`config.mk`:
```
export PLATFORM = sky130hd
export DESIGN_NAME = tick_driven_task_scheduler
export DESIGN_NICKNAME = d
export VERILOG_FILES = /design/src/sv/tdts_pkg.sv /design/src/sv/tdts_alu.sv /design/src/sv/tick_driven_task_scheduler.sv
export SDC_FILE = /design/constraint.sdc
export NUM_CORES = 1
export LEC_CHECK = 0
export BUFFER_PORTS_ARGS = -buffer_cell sky130_fd_sc_hd__buf_2
export CORE_ASPECT_RATIO = 2
export CORE_UTILIZATION = 38
export DETAILED_ROUTE_END_ITERATION = 7
export REMOVE_ABC_BUFFERS = 1
export SETUP_SLACK_MARGIN = 0.02
export SLEW_MARGIN = 20
export SYNTH_ARGS = -nofsm -noshare
export SYNTH_HDL_FRONTEND = slang
export SYNTH_SLANG_ARGS = --single-unit
```
`constraint.sdc`:
```
create_clock -name clk -period 14.34 [get_ports clk]
set_clock_uncertainty 0.1 [all_clocks]
set_input_delay 4.302 -clock clk [delete_from_list [all_inputs] [get_ports clk]]
set_output_delay 4.302 -clock clk [all_outputs]
set_load 0.005 [all_outputs]
```
`src/sv/tdts_pkg.sv`:
```
// Shared constants, item types and state codes for the tick-driven task scheduler.
`default_nettype none

package tdts_pkg;

  localparam int NUM_TASKS    = 8;
  localparam int COUNTER_BITS = 16;
  localparam int TASK_W       = (NUM_TASKS > 2) ? $clog2(NUM_TASKS) : 1;
  localparam int PRI_W        = 16;
  localparam int LFSR_W       = 16;
  localparam int SUM_W        = ((COUNTER_BITS > PRI_W) ? COUNTER_BITS : PRI_W) + 1;
  localparam int CFG_IDX_W    = 2;

  localparam logic [LFSR_W-1:0] LFSR_TAPS = 16'hB400;
  localparam logic [COUNTER_BITS-1:0] CNT_MAX = {COUNTER_BITS{1'b1}};

  localparam logic [TASK_W-1:0] IDLE_TASK = '0;
  localparam logic [TASK_W-1:0] FIRST_TASK = TASK_W'(1);
  localparam logic [TASK_W-1:0] LAST_TASK = TASK_W'(NUM_TASKS - 1);

  localparam logic [CFG_IDX_W-1:0] CFG_POLICY = CFG_IDX_W'(0);
  localparam logic [CFG_IDX_W-1:0] CFG_SEED   = CFG_IDX_W'(1);

  localparam logic ACT_TICK = 1'b0;
  localparam logic ACT_LOAD = 1'b1;

  localparam logic MODE_PRIORITY = 1'b0;
  localparam logic MODE_SHORTEST = 1'b1;

  typedef struct packed {
    logic        action;
    logic [2:0]  task_index;
    logic [15:0] counter_value;
    logic [15:0] priority_value;
  } in_item_t;

  typedef struct packed {
    logic [2:0]  running_task;
    logic        switched;
    logic        refilled;
    logic        stuck;
    logic [15:0] running_counter;
  } out_item_t;

  typedef enum logic [4:0] {
    ST_IDLE   = 5'b00001,
    ST_DEC    = 5'b00010,
    ST_SCAN   = 5'b00100,
    ST_REFILL = 5'b01000,
    ST_FIN    = 5'b10000
  } state_t;

endpackage

`default_nettype wire

```
`src/sv/tdts_alu.sv`:
```
// Shared arithmetic unit: decrement, scan compare, refill value and LFSR step.
`default_nettype none

module tdts_alu (
  input  wire logic                              mode,
  input  wire logic [tdts_pkg::COUNTER_BITS-1:0] cnt,
  input  wire logic [tdts_pkg::COUNTER_BITS-1:0] best,
  input  wire logic                              pick_zero,
  input  wire logic [tdts_pkg::PRI_W-1:0]        pri,
  input  wire logic [tdts_pkg::LFSR_W-1:0]       lfsr,
  output logic      [tdts_pkg::COUNTER_BITS-1:0] dec_val,
  output logic                                   better,
  output logic      [tdts_pkg::COUNTER_BITS-1:0] refill_val,
  output logic      [tdts_pkg::LFSR_W-1:0]       lfsr_nxt
);
  import tdts_pkg::*;

  logic [SUM_W-1:0] sum;

  assign dec_val = (cnt == '0) ? '0 : cnt - COUNTER_BITS'(1);

  always_comb begin
    if (mode == MODE_PRIORITY) begin
      better = (cnt != '0) && (cnt >= best);
    end else begin
      better = (cnt != '0) && (pick_zero || (cnt < best));
    end
  end

  assign lfsr_nxt = (lfsr >> 1) ^ (lfsr[0] ? LFSR_TAPS : '0);
  assign sum = SUM_W'(cnt >> 1) + SUM_W'(pri);

  always_comb begin
    if (mode == MODE_PRIORITY) begin
      refill_val = (sum > SUM_W'(CNT_MAX)) ? CNT_MAX : COUNTER_BITS'(sum);
    end else begin
      refill_val = COUNTER_BITS'(lfsr_nxt);
    end
  end

endmodule

`default_nettype wire

```
`src/sv/tick_driven_task_scheduler.sv`:
```
// Top level of the tick-driven task scheduler: task table, sequencer and ports.
`default_nettype none

// One item is handled at a time by a sequencer that steps through the task table one entry
// per cycle with a single shared compare/add unit. A load item writes the table, then finishes.
// A tick decrements the running task and finishes if it still has time, rescans entries
// 1 to N-1 (N = NUM_TASKS) once it runs out, and adds a refill pass and a second scan when
// the first scan finds no task with time left; a tick taken while the idle task runs skips
// the decrement. Input is taken again once the result sits in the output register; the
// output register holds one finished result while the next item is worked on.
module tick_driven_task_scheduler (
  input  wire logic                                  clk,
  input  wire logic                                  rst_n,
  input  wire logic                                  in_valid,
  output logic                                       in_stall,
  input  wire tdts_pkg::in_item_t                    in_data,
  output logic                                       out_valid,
  input  wire logic                                  out_stall,
  output tdts_pkg::out_item_t                        out_data,
  input  wire logic                                  cfg_valid,
  output logic                                       cfg_ready,
  input  wire logic [tdts_pkg::CFG_IDX_W-1:0]        cfg_index,
  input  wire logic [15:0]                           cfg_data
);
  import tdts_pkg::*;

  logic [COUNTER_BITS-1:0] cnt_r [NUM_TASKS];
  logic [PRI_W-1:0]        pri_r [NUM_TASKS];

  state_t              state_r, state_nxt;
  logic [TASK_W-1:0]   cur_r, cur_nxt;
  logic [TASK_W-1:0]   prev_r, prev_nxt;
  logic [TASK_W-1:0]   idx_r, idx_nxt;
  logic [TASK_W-1:0]   pick_r, pick_nxt;
  logic [COUNTER_BITS-1:0] best_r, best_nxt;
  logic                refilled_r, refilled_nxt;
  logic                stuck_r, stuck_nxt;
  logic                mode_r;
  logic [LFSR_W-1:0]   lfsr_r, lfsr_nxt;
  logic                out_valid_r, out_valid_nxt;
  out_item_t           out_data_r, out_data_nxt;

  logic                in_xfer, cfg_xfer, out_free;
  logic [TASK_W-1:0]   rd_idx;
  logic [COUNTER_BITS-1:0] rd_cnt;
  logic                wr_en;
  logic [TASK_W-1:0]   wr_idx;
  logic [COUNTER_BITS-1:0] wr_cnt;
  logic                wr_pri_en;
  logic [PRI_W-1:0]    wr_pri;

  logic [COUNTER_BITS-1:0] dec_val, refill_val;
  logic                better;
  logic [LFSR_W-1:0]   lfsr_step;
  logic                load_ok;

  assign in_stall  = (state_r != ST_IDLE);
  assign in_xfer   = in_valid && !in_stall;
  assign cfg_ready = 1'b1;
  assign cfg_xfer  = cfg_valid && cfg_ready;
  assign out_free  = !out_valid_r || !out_stall;
  assign out_valid = out_valid_r;
  assign out_data  = out_data_r;

  assign rd_idx = (state_r == ST_DEC || state_r == ST_FIN) ? cur_r : idx_r;
  assign rd_cnt = cnt_r[rd_idx];
  assign load_ok = (in_data.task_index != 3'd0) && (int'(in_data.task_index) < NUM_TASKS);

  tdts_alu u_alu (
    .mode       (mode_r),
    .cnt        (rd_cnt),
    .best       (best_r),
    .pick_zero  (pick_r == IDLE_TASK),
    .pri        (pri_r[rd_idx]),
    .lfsr       (lfsr_r),
    .dec_val    (dec_val),
    .better     (better),
    .refill_val (refill_val),
    .lfsr_nxt   (lfsr_step)
  );

  always_comb begin
    state_nxt     = state_r;
    cur_nxt       = cur_r;
    prev_nxt      = prev_r;
    idx_nxt       = idx_r;
    pick_nxt      = pick_r;
    best_nxt      = best_r;
    refilled_nxt  = refilled_r;
    stuck_nxt     = stuck_r;
    lfsr_nxt      = lfsr_r;
    out_valid_nxt = out_valid_r && out_stall;
    out_data_nxt  = out_data_r;
    wr_en         = 1'b0;
    wr_idx        = rd_idx;
    wr_cnt        = dec_val;
    wr_pri_en     = 1'b0;
    wr_pri        = in_data.priority_value;

    case (state_r)
      ST_IDLE: begin
        if (in_xfer) begin
          prev_nxt     = cur_r;
          refilled_nxt = 1'b0;
          stuck_nxt    = 1'b0;
          idx_nxt      = FIRST_TASK;
          pick_nxt     = IDLE_TASK;
          best_nxt     = '0;
          if (in_data.action == ACT_LOAD) begin
            wr_en     = load_ok;
            wr_pri_en = load_ok;
            wr_idx    = TASK_W'(in_data.task_index);
            wr_cnt    = COUNTER_BITS'(in_data.counter_value);
            state_nxt = ST_FIN;
          end else if (cur_r == IDLE_TASK) begin
            state_nxt = ST_SCAN;
          end else begin
            state_nxt = ST_DEC;
          end
        end
      end
      ST_DEC: begin
        wr_en     = 1'b1;
        wr_cnt    = dec_val;
        state_nxt = (dec_val == '0) ? ST_SCAN : ST_FIN;
      end
      ST_SCAN: begin
        if (better) begin
          pick_nxt = idx_r;
          best_nxt = rd_cnt;
        end
        idx_nxt = idx_r + TASK_W'(1);
        if (idx_r == LAST_TASK) begin
          if (better || pick_r != IDLE_TASK) begin
            cur_nxt   = better ? idx_r : pick_r;
            state_nxt = ST_FIN;
          end else if (!refilled_r) begin
            idx_nxt   = LAST_TASK;
            state_nxt = ST_REFILL;
          end else begin
            stuck_nxt = 1'b1;
            state_nxt = ST_FIN;
          end
        end
      end
      ST_REFILL: begin
        wr_en  = 1'b1;
        wr_cnt = refill_val;
        if (mode_r == MODE_SHORTEST) begin
          lfsr_nxt = lfsr_step;
        end
        idx_nxt = idx_r - TASK_W'(1);
        if (idx_r == FIRST_TASK) begin
          refilled_nxt = 1'b1;
          idx_nxt      = FIRST_TASK;
          pick_nxt     = IDLE_TASK;
          best_nxt     = '0;
          state_nxt    = ST_SCAN;
        end
      end
      ST_FIN: begin
        if (out_free) begin
          out_valid_nxt                = 1'b1;
          out_data_nxt.running_task    = 3'(cur_r);
          out_data_nxt.switched        = (cur_r != prev_r);
          out_data_nxt.refilled        = refilled_r;
          out_data_nxt.stuck           = stuck_r;
          out_data_nxt.running_counter = (cur_r == IDLE_TASK) ? 16'd0 : 16'(rd_cnt);
          state_nxt                    = ST_IDLE;
        end
      end
      default: begin
        state_nxt = ST_IDLE;
      end
    endcase

    if (cfg_xfer && cfg_index == CFG_SEED) begin
      lfsr_nxt = (cfg_data == 16'd0) ? LFSR_W'(1) : cfg_data;
    end
  end

  always_ff @(posedge clk) begin
    if (!rst_n) begin
      state_r     <= ST_IDLE;
      cur_r       <= IDLE_TASK;
      prev_r      <= IDLE_TASK;
      idx_r       <= FIRST_TASK;
      pick_r      <= IDLE_TASK;
      best_r      <= '0;
      refilled_r  <= 1'b0;
      stuck_r     <= 1'b0;
      mode_r      <= MODE_PRIORITY;
      lfsr_r      <= LFSR_W'(1);
      out_valid_r <= 1'b0;
      for (int i = 0; i < NUM_TASKS; i++) begin
        cnt_r[i] <= '0;
        pri_r[i] <= '0;
      end
    end else begin
      state_r     <= state_nxt;
      cur_r       <= cur_nxt;
      prev_r      <= prev_nxt;
      idx_r       <= idx_nxt;
      pick_r      <= pick_nxt;
      best_r      <= best_nxt;
      refilled_r  <= refilled_nxt;
      stuck_r     <= stuck_nxt;
      lfsr_r      <= lfsr_nxt;
      out_valid_r <= out_valid_nxt;
      if (cfg_xfer && cfg_index == CFG_POLICY) begin
        mode_r <= cfg_data[0];
      end
      if (wr_en) begin
        cnt_r[wr_idx] <= wr_cnt;
      end
      if (wr_pri_en) begin
        pri_r[wr_idx] <= wr_pri;
      end
    end
  end

  always_ff @(posedge clk) begin
    out_data_r <= out_data_nxt;
  end

endmodule

`default_nettype wire
```
# After elaboration in Yosys (flattened, before gate mapping)
# Memory sizes are Yosys's and may differ from the RTL's.
# Index checks and enable logic that the tools add are counted.
# totals
register_bits	75
mem_bits_rw	256
output_inout_bits	25
n_memories	2
# mem_list
name	words	width	rd	rd_clocked_by_memory_dff	write_ports	line	source
cnt_r	8	16	1	0	8	tick_driven_task_scheduler.sv:27	logic [COUNTER_BITS-1:0] cnt_r [NUM_TASKS];
pri_r	8	16	1	0	8	tick_driven_task_scheduler.sv:28	logic [PRI_W-1:0] pri_r [NUM_TASKS];
# classes
add_sub_neg	4
order_cmp	3
eq_ne	17
muxes	66
bitwise_logic	1
n_reduce_logical	40
# op_table
operator	n
16-bit 2-to-1 mux	15
16-bit logical NOT	3
16-bit case mux with 3 select lines	1
3-bit 2-to-1 mux	15
5-bit 2-to-1 mux	8
16-bit case mux with 2 select lines	1
16-bit OR reduction	2
5-bit case mux with 5 select lines	1
1-bit 2-to-1 mux	20
3-bit case mux with 3 select lines	2
15-bit by 16-bit adder with 17-bit output	1
17-bit by 16-bit > comparator with 1-bit output (second input constant)	1
16-bit greater-or-equal comparator	1
16-bit less-than comparator	1
16-bit nonzero test	1
16-bit by 1-bit subtractor with 16-bit output (second input constant)	1
15-bit by 16-bit bitwise XOR with 16-bit output	1
2-bit != test (second input constant)	7
3-bit AND reduction	3
3-bit nonzero test	3
2-bit AND reduction	4
4-bit AND reduction	2
2-bit nonzero test	4
1-bit logical AND	6
19 further kinds	27

# Logic depth before layout (Yosys ltp)
# Gate-level depths: netlist of the first run.
# An unclocked memory read counts as a cell.
# logic_depth
depth_word	12
ltp_mapped	26

# By module
# A second synthesis of the first run with hierarchy kept.
# hier_totals
cells_unflattened	1520
area_unflattened_um2	16977.5
# by_module_without_submodules
module	instances	cells_per_inst	area_per_inst_um2
tick_driven_task_scheduler	1	1267	15154.5
tdts_alu	1	253	1823.0

# Worst setup path before layout of the first run
# Ideal clock, no wire load.
# synth_path
kind	input -> register
startpoint	in in_valid
endpoint	mem pri_r[2][0] (enable)
arrival_ps	6346
slack_ps	7483
path_stages	4
path_buffers	1
cell_sequence	clkbuf_1 nand3_1 or3_1 o21ai_0
# synth_rtl
element	line	source
start: declaration	tick_driven_task_scheduler.sv:14	input wire logic in_valid,
end: declaration	tick_driven_task_scheduler.sv:28	

==> summary.txt, run 1 <==
Status
  • Run status: completed

Synthesis
  • Number of flip-flops and latches in the synthesized netlist: between 300 and 400
  • Total standard cell area after synthesis: around 0.018 mm^2
  • Average size of a mapped cell: roughly 9.9 um^2
  • Unique masters post-synth: 103
  • Post-synth ARST share: 0%
  • Most common flop cell mapped by yosys: sky130_fd_sc_hd__edfxtp_1
  • Proportion of synthesized chip area in sequential cells: between 50 and 60%
  • Number of synthesis warnings: 0
  • Number of flops mapped to enable cells by yosys: approximately 280
  • Cells after Synth: 1842

Timing
  • Final Cycle Share: a little over half
  • RSZ-0062 raised after global routing: no
  • Fin. Hold Viols: 0
  • Max_slew headroom: 23.4%
  • Max Transition Viols Final: 0
  • Final count of negative-setup-slack endpoints: 0
  • Post-layout min period: ~7.6 ns
  • Maximum achievable frequency: between 100 and 150 MHz
  • Fin Setup TNS: 0 ns
  • Slew at the pin closest to its max-slew limit: 1.14 ns

Routing
  • DRT Pass-1 Iters: 7
  • Remaining antenna violation count: 0
  • Total wire length: ~68000 um
  • Avg WL per Cell: about 27 um
  • DRC: 0
  • Via density: between 5 and 6
  • Overall via count from detail_route: ~15000
  • Number of design-rule violations left by the first detailed-router iteration: roughly 1100

Setup path
  • Critical path start-end classification: reg -> reg
  • Slowest cell delay on critical path: 0.76 ns
  • Critical path data arrival time: ~7.8 ns
  • Required time of the critical path: about 15 ns
  • Type of element launching the critical path: register
  • Cell-by-cell listing of the critical path: or3_1, o21ai_4, buf_4, nand2_2, buf_4, mux2i_1, a32oi_1, nand3_1, inv_1, ha_1, a21o_1, or3_1, nor2_1, a2111oi_2, a21bo_2, a21oi_1, o21ai_0, a222oi_1, buf_4, nor2_1
  • Critical Path Most Common Cell: sky130_fd_sc_hd__buf_4
  • Largest fanout on the critical path: between 60 and 70
  • Critical path endpoint category: register
  • Slowest library cell on the worst path: sky130_fd_sc_hd__a21oi_1

Pwr
  • Leakage: ~0.0076 uW
  • Cell Pwr Density: about 110 mW/mm^2
  • Peak ir drop on the vdd network: 0.0000936 V

CTS
  • Total number of H-tree levels: 1
  • CTS-repair resized insts: 0
  • Num CTS Buffers: 30
  • Buffer depth of the longest clock path: 3
  • Clock insertion delay at the later pin of the skew report: ~0.60 ns
  • CTS tree: yes
  • Total clock sinks: roughly 330
  • Clock slew at reported path FFs: roughly 0.070 ns
  • Clock root buffer master: sky130_fd_sc_hd__clkbuf_16
  • Number of buffers added for setup after CTS: 0
  • Total of hold buffers inserted after clock tree synthesis: 0

Place
  • GPL Wtd Cong: 1.02
  • HPWL Detailed: about 50000 um
  • Buffers added on ports: 82
  • Total placed cells including tap cells: ~2500

Cells and area
  • Area growth, synth to finish: 12.0%
  • Total of fill cells in the finished design: 4550
  • Final Instance Count excl. Fillers: ~2600
  • Share of final-layout standard cells stronger than drive strength 1: 13.0%
  • Ant diodes: 0
  • Total Nets Final: between 2000 and 2500

GRT
  • Overall overflow remaining after global route: 0
  • Antenna violations before repair: 1
  • Global-route wire length before repair: ~100000 um
  • All-Layer GR Usage: about 28%
  • Largest net degree at the start of global routing: 67
  • Via count of the first global-routing pass: 14900

Hold path
  • Path category of the worst min-delay check: reg -> reg

Floorplan
  • Initial cell density of the core: around two fifths
  • Area of the core: roughly 0.047 mm^2
  • Full die area: between 0.04 and 0.05 mm^2
  • Die height: 311 um
  • Die X: approximately 160 um
  • Count of standard-cell rows: around 110
  • Boundary Pins: 84

Flow run
  • Number of maximum-capacitance violations: 0
==> cells by family after synthesis <==
family / count (synthesis) / synth area share (%)
DFF: 331 / 51.7
adders and majority gates: 38 / 2.63
muxes: 37 / 2.47
buffers and inverters: 161 / 3.81
other: 2 / 0.0413
xor gates and xnor gates: 20 / 1.05
and+or+nand+nor: 870 / 23.1
AOI/OAI and AO/OA: 383 / 15.2
==> cells in the mapped netlist (all sizes together) (12+ instances only) <==
master	count	area [um^2]
buf	40	238
mux2i	30	325
and3	13	81.3
ha	35	438
edfxtp	278	8350
nand2b	30	188
nand2	244	918
a31oi	20	125
nor3	27	145
a21oi	81	420
o21ai	80	427
inv	47	176
xnor2	12	113
a311oi	19	173
a22oi	36	299
or3	15	93.8
nor4	12	81.3
a21o	20	150
dfxtp	53	1060
nand3	139	713
nor2	220	841
and2	122	764
a211oi	38	313
clkbuf	73	275
==> power breakdown <==
part / leakage, uW / total, uW / switching [uW] / internal [uW]
clock network: 0.000479 / 852 / 377 / 475
registers: 0.00329 / 1100 / 21.9 / 1080
logic: 0.00380 / 320 / 226 / 93.8
==> area by class of cell <==
class / instances / area [um^2] / area share (%)
Tap cell: 632 / 791 / 3.88
Multi-Input combinational cell: 1365 / 8220 / 40.3
Inverter: 48 / 180 / 0.884
Sequential cell: 331 / 9410 / 46.2
Timing Repair Buffer: 130 / 771 / 3.78
Clock buffer: 35 / 769 / 3.78
Clock inverter: 18 / 241 / 1.18
==> layer usage <==
| metal | part of all wire (%) | up-vias | global-route usage [%] | wire (um) |
|---|---|---|---|---|
| li1 | - | 6809 | - | - |
| met1 | 33 | 7288 | 28.1 | 22200 |
| met2 | 52 | 640 | 50.2 | 35300 |
| met3 | 5.2 | 232 | 3.37 | 3540 |
| met4 | 10 | 2 | 24.7 | 6940 |
| met5 | 0.015 | - | 0 | 10 |
==> final timing paths <==
| check | from | to | slack, ns | cells past startpoint |
|---|---|---|---|---|
| worst min register to register | stuck_r | out_data[16] | 0.35 | 0 |
| worst max register to register | state_r[2] | cnt_r[4][11] | 6.76 | 20 |
| worst max-delay path | state_r[2] | cnt_r[4][11] | 6.76 | 20 |
| worst min-delay path | stuck_r | out_data[16] | 0.35 | 0 |
==> metrics by stage <==
step / power (uW) / util [%] / instance area, um^2 / setup slack, ns / hold slack [ns]
global route: 2330 / 43.0 / 20400 / 6.49 / 0.365
global placement: 1430 / 40.8 / 19300 / 7.01 / 0.325
CTS: 2270 / 43.0 / 20400 / 7.11 / 0.350
detailed placement: 1430 / 40.8 / 19300 / 7.00 / 0.331
floorplan: 1290 / - / 17700 / 7.25 / 0.309
finish: 2270 / 43.0 / 20400 / 6.76 / 0.345
==> flip-flops by register name, summed over array words and instances (netlist names) <==
name and count:
stuck_r 1, out_data 22, idx_r 3, best_r 16
cur_r 3, mode_r 1, cnt_r 128, refilled_r 1
out_valid 1, pri_r 128, lfsr_r 16, pick_r 3
prev_r 3, state_r 5
==> critical path: cells and delay by family (launching register included) <==
family | cells | cell delay, ns
AND/OR/NAND/NOR | 6 | 2.13
AO/OA/AOI/OAI | 8 | 2.39
multiplexers | 1 | 0.19
buffers and inverters | 4 | 1.56
adder cells (fa/ha/maj) | 1 | 0.37
flip-flops | 1 | 0.48
==> placed cells by master (no fill, tap or decap), types with 18 or more instances in the layout <==
cell / synthesis / layout
sky130_fd_sc_hd__nand2_1: 243 / 241
sky130_fd_sc_hd__nor2_1: 216 / 211
sky130_fd_sc_hd__nand3_1: 137 / 137
sky130_fd_sc_hd__a211oi_1: 34 / 34
sky130_fd_sc_hd__inv_1: 46 / 45
sky130_fd_sc_hd__buf_4: 5 / 48
sky130_fd_sc_hd__a22oi_1: 32 / 32
sky130_fd_sc_hd__edfxtp_1: 278 / 278
sky130_fd_sc_hd__clkbuf_16: 0 / 30
sky130_fd_sc_hd__dfxtp_1: 53 / 53
sky130_fd_sc_hd__a21oi_1: 77 / 76
sky130_fd_sc_hd__a31oi_1: 20 / 18
sky130_fd_sc_hd__a21o_1: 20 / 20
sky130_fd_sc_hd__a311oi_1: 18 / 18
sky130_fd_sc_hd__nand2b_1: 30 / 30
sky130_fd_sc_hd__o21ai_0: 72 / 66
sky130_fd_sc_hd__buf_2: 13 / 82
sky130_fd_sc_hd__mux2i_1: 28 / 28
sky130_fd_sc_hd__nor3_1: 25 / 24
sky130_fd_sc_hd__ha_1: 35 / 35
sky130_fd_sc_hd__and2_1: 121 / 121
Note: power is estimated with default switching activity, not from simulation.
==> run 2: changes to the inputs <==
Clock period 14.34 ns to 6.05 ns, I/O delays scaled along.
==> run 2 against run 1 <==
Against the previous run:
- design area rose by 2.5%
- critical path depth stayed put
- sequential power up 140%
- worst hold slack improved by 0.0053 ns
- routed wire length fell by 3.9%
- first-iteration DRC count is 6.0% higher
- sequential share of layout area fell by 1.1 points
- critical endpoint is now cnt_r[6][3]
- total power grew 130%
- core utilization is 1.1 points higher
- die area unchanged
- fmax grew 30%
==> summary.txt, run 2 (same netlist as run 1, synthesis figures left out) <==
CTS
  • Number of buffers added for setup after CTS: 0 (unchanged)
  • Total clock sinks: 331 (unchanged)
  • CTS-repair resized insts: 0 (unchanged)
  • Buffer depth of the longest clock path: 3 (unchanged)
  • Num CTS Buffers: 30 (unchanged)
  • Clock root buffer master: sky130_fd_sc_hd__clkbuf_16 (unchanged)
  • Total of hold buffers inserted after clock tree synthesis: 0 (unchanged)
  • Clock insertion delay at the later pin of the skew report: 0.59 ns (was 0.60 ns)
  • CTS tree: yes (unchanged)
  • Clock slew at reported path FFs: 0.07 ns (about the same)
  • Total number of H-tree levels: 1 (unchanged)

Timing
  • Final count of negative-setup-slack endpoints: 0 (unchanged)
  • Final Cycle Share: 96.5% (was 52.8%)
  • Fin. Hold Viols: 0 (unchanged)
  • Slew at the pin closest to its max-slew limit: 1.14 ns (about the same)
  • Max Transition Viols Final: 0 (unchanged)
  • Max_slew headroom: 23.7% (was 23.4%)
  • Maximum achievable frequency: 171 MHz (was 132 MHz)
  • Post-layout min period: 5.84 ns (was 7.58 ns)
  • RSZ-0062 raised after global routing: no (unchanged)
  • Fin Setup TNS: 0 ns (unchanged)

Routing
  • Number of design-rule violations left by the first detailed-router iteration: 1179 (was 1112)
  • Remaining antenna violation count: 0 (unchanged)
  • Via density: 5.82 (was 5.85)
  • DRT Pass-1 Iters: 6 (was 7)
  • Total wire length: 65300 um (was 68000 um)
  • Overall via count from detail_route: 15300 (was 15000)
  • DRC: 0 (unchanged)
  • Avg WL per Cell: 24.9 um (was 26.6 um)

Pwr
  • Design internal power: 3880 uW (was 1640 uW)
  • Part of the power in the clock network: 36.6% (was 37.5%)
  • Switching share of power: 26.9% (was 27.5%)
  • Peak ir drop on the vdd network: 0.000169 V (was 0.0000936 V)
  • Part of the power in combinational logic: 14.6% (was 14.1%)
  • Cell Pwr Density: 254 mW/mm^2 (was 111 mW/mm^2)
  • Net load switching power: 1420 uW (was 625 uW)
  • Leakage: 0.00789 uW (was 0.00757 uW)
  • Sequential share of power: 48.8% (was 48.4%)

Floorplan
  • Die height: 311 um (unchanged)
  • Die X: 157 um (unchanged)
  • Initial cell density of the core: 38.4% (unchanged)
  • Full die area: 0.0488 mm^2 (unchanged)
  • Boundary Pins: 84 (unchanged)
  • Count of standard-cell rows: 113 (unchanged)
  • Area of the core: 0.0474 mm^2 (unchanged)

Status
  • Run status: completed (unchanged)

Hold path
  • Path category of the worst min-delay check: reg -> reg (unchanged)

Setup path
  • Required time of the critical path: 6.27 ns (was 14.57 ns)
  • Slowest library cell on the worst path: sky130_fd_sc_hd__dfxtp_1 (was sky130_fd_sc_hd__a21oi_1)
  • Slowest cell delay on critical path: 0.57 ns (was 0.76 ns)
  • Critical Path Most Common Cell: sky130_fd_sc_hd__buf_4 (unchanged)
  • Cell-by-cell listing of the critical path: xor2_2, buf_4, nand3_2, nand2_1, buf_4, nor2_2, buf_4, a221o_2, inv_2, ha_1, a21o_1, a21o_1, a21o_1, a211oi_1, a21bo_2, and2_1, or3_1, a31oi_1, buf_4, nor2_1 (was or3_1, o21ai_4, buf_4, nand2_2, buf_4, mux2i_1, a32oi_1, nand3_1, inv_1, ha_1, a21o_1, or3_1, nor2_1, a2111oi_2, a21bo_2, a21oi_1, o21ai_0, a222oi_1, buf_4, nor2_1)
  • Largest fanout on the critical path: 19 (was 66)
  • Critical path data arrival time: 6.06 ns (was 7.80 ns)
  • Critical path start-end classification: reg -> reg (unchanged)
  • Type of element launching the critical path: register (unchanged)
  • Critical path endpoint category: register (unchanged)

GRT
  • Antenna violations before repair: 0 (was 1)
  • All-Layer GR Usage: 26.9% (was 28.0%)
  • Global-route wire length before repair: 95300 um (was 98400 um)
  • Via count of the first global-routing pass: 15400 (was 14900)
  • Largest net degree at the start of global routing: 42 (was 67)
  • Overall overflow remaining after global route: 0 (unchanged)

Cells and area
  • Ant diodes: 0 (unchanged)
  • Most common library cell in the layout ignoring fill and taps: sky130_fd_sc_hd__edfxtp_1 (unchanged)
  • Total Nets Final: 2064 (was 2001)
  • Final cell utilization of the core: 44.1% (was 43.0%)
  • Final Instance Count excl. Fillers: 2623 (was 2559)
  • Area growth, synth to finish: 14.8% (was 12.0%)
  • Share of final-layout standard cells stronger than drive strength 1: 15.6% (was 13.0%)
  • Commonest cells after routing, fill and taps aside: sky130_fd_sc_hd__edfxtp_1 (278), sky130_fd_sc_hd__nand2_1 (241), sky130_fd_sc_hd__nor2_1 (213), sky130_fd_sc_hd__nand3_1 (137), sky130_fd_sc_hd__and2_1 (121) (was sky130_fd_sc_hd__edfxtp_1 (278), sky130_fd_sc_hd__nand2_1 (241), sky130_fd_sc_hd__nor2_1 (211), sky130_fd_sc_hd__nand3_1 (137), sky130_fd_sc_hd__and2_1 (121))

Place
  • Buffers added on ports: 82 (unchanged)
  • GPL Wtd Cong: 0.958 (was 1.02)
  • Total placed cells including tap cells: 2569 (was 2506)
  • HPWL Detailed: 48000 um (was 49100 um)

Flow run
  • Number of maximum-capacitance violations: 0 (unchanged)
-- run 2: metal layers --
layer / vias up / track usage (%) / routed length [um]
met5: - / 0 / 0
met4: 0 / 25.3 / 6720
met1: 7400 / 25.3 / 20600
met2: 677 / 49.2 / 34600
met3: 249 / 3.32 / 3450
li1: 6934 / - / -
-- run 2: worst max-delay path: cells and delay by family, from the launching register on --
| family | cells | cell delay [ns] |
|---|---|---|
| AOI/OAI and AO/OA | 7 | 2.17 |
| buffers and inverters | 5 | 1.16 |
| and+or+nand+nor | 6 | 1.09 |
| DFF | 1 | 0.57 |
| adders and majority gates | 1 | 0.32 |
| xor gates and xnor gates | 1 | 0.16 |
-- run 2: layout make-up --
| cell class | count | area, um^2 |
|---|---|---|
| fillers | 4511 | 26500 |
| flip-flops and latches | 331 | 9410 |
| multi-input cells | 1365 | 8220 |
| repair buffers | 193 | 1320 |
| clock buffers | 41 | 823 |
| well taps | 632 | 791 |
| inverters | 48 | 180 |
| clock inverters | 13 | 149 |
-- run 2: through the flow --
step	setup WS, ns	instance area, um^2	power (uW)	hold slack, ns
floorplan	-0.868	17700	3050	0.309
global placement	0.302	19900	3380	0.329
detailed placement	0.258	19900	3390	0.335
CTS	0.190	20800	5310	0.354
global route	0.0434	20900	5460	0.366
finish	0.211	20900	5300	0.350
-- run 2: path summary, 6_finish.rpt --
path,start,endpoint,cells after the start,slack [ns]
setup / recovery,state_r[4],cnt_r[6][3],20,0.21
hold / removal,stuck_r,out_data[16],0,0.35
setup reg to reg,state_r[4],cnt_r[6][3],20,0.21
hold reg to reg,stuck_r,out_data[16],0,0.35
-- run 2: power by group through the flow --
stage          Combinational, uW  Sequential (uW)  Clock, uW
6_report                     775             2590       1940
5_1_grt                      819             2590       2050
4_1_cts                      761             2590       1970
3_5_place_dp                 757             2630          0
3_3_place_gp                 750             2630          0
2_1_floorplan                423             2620          0
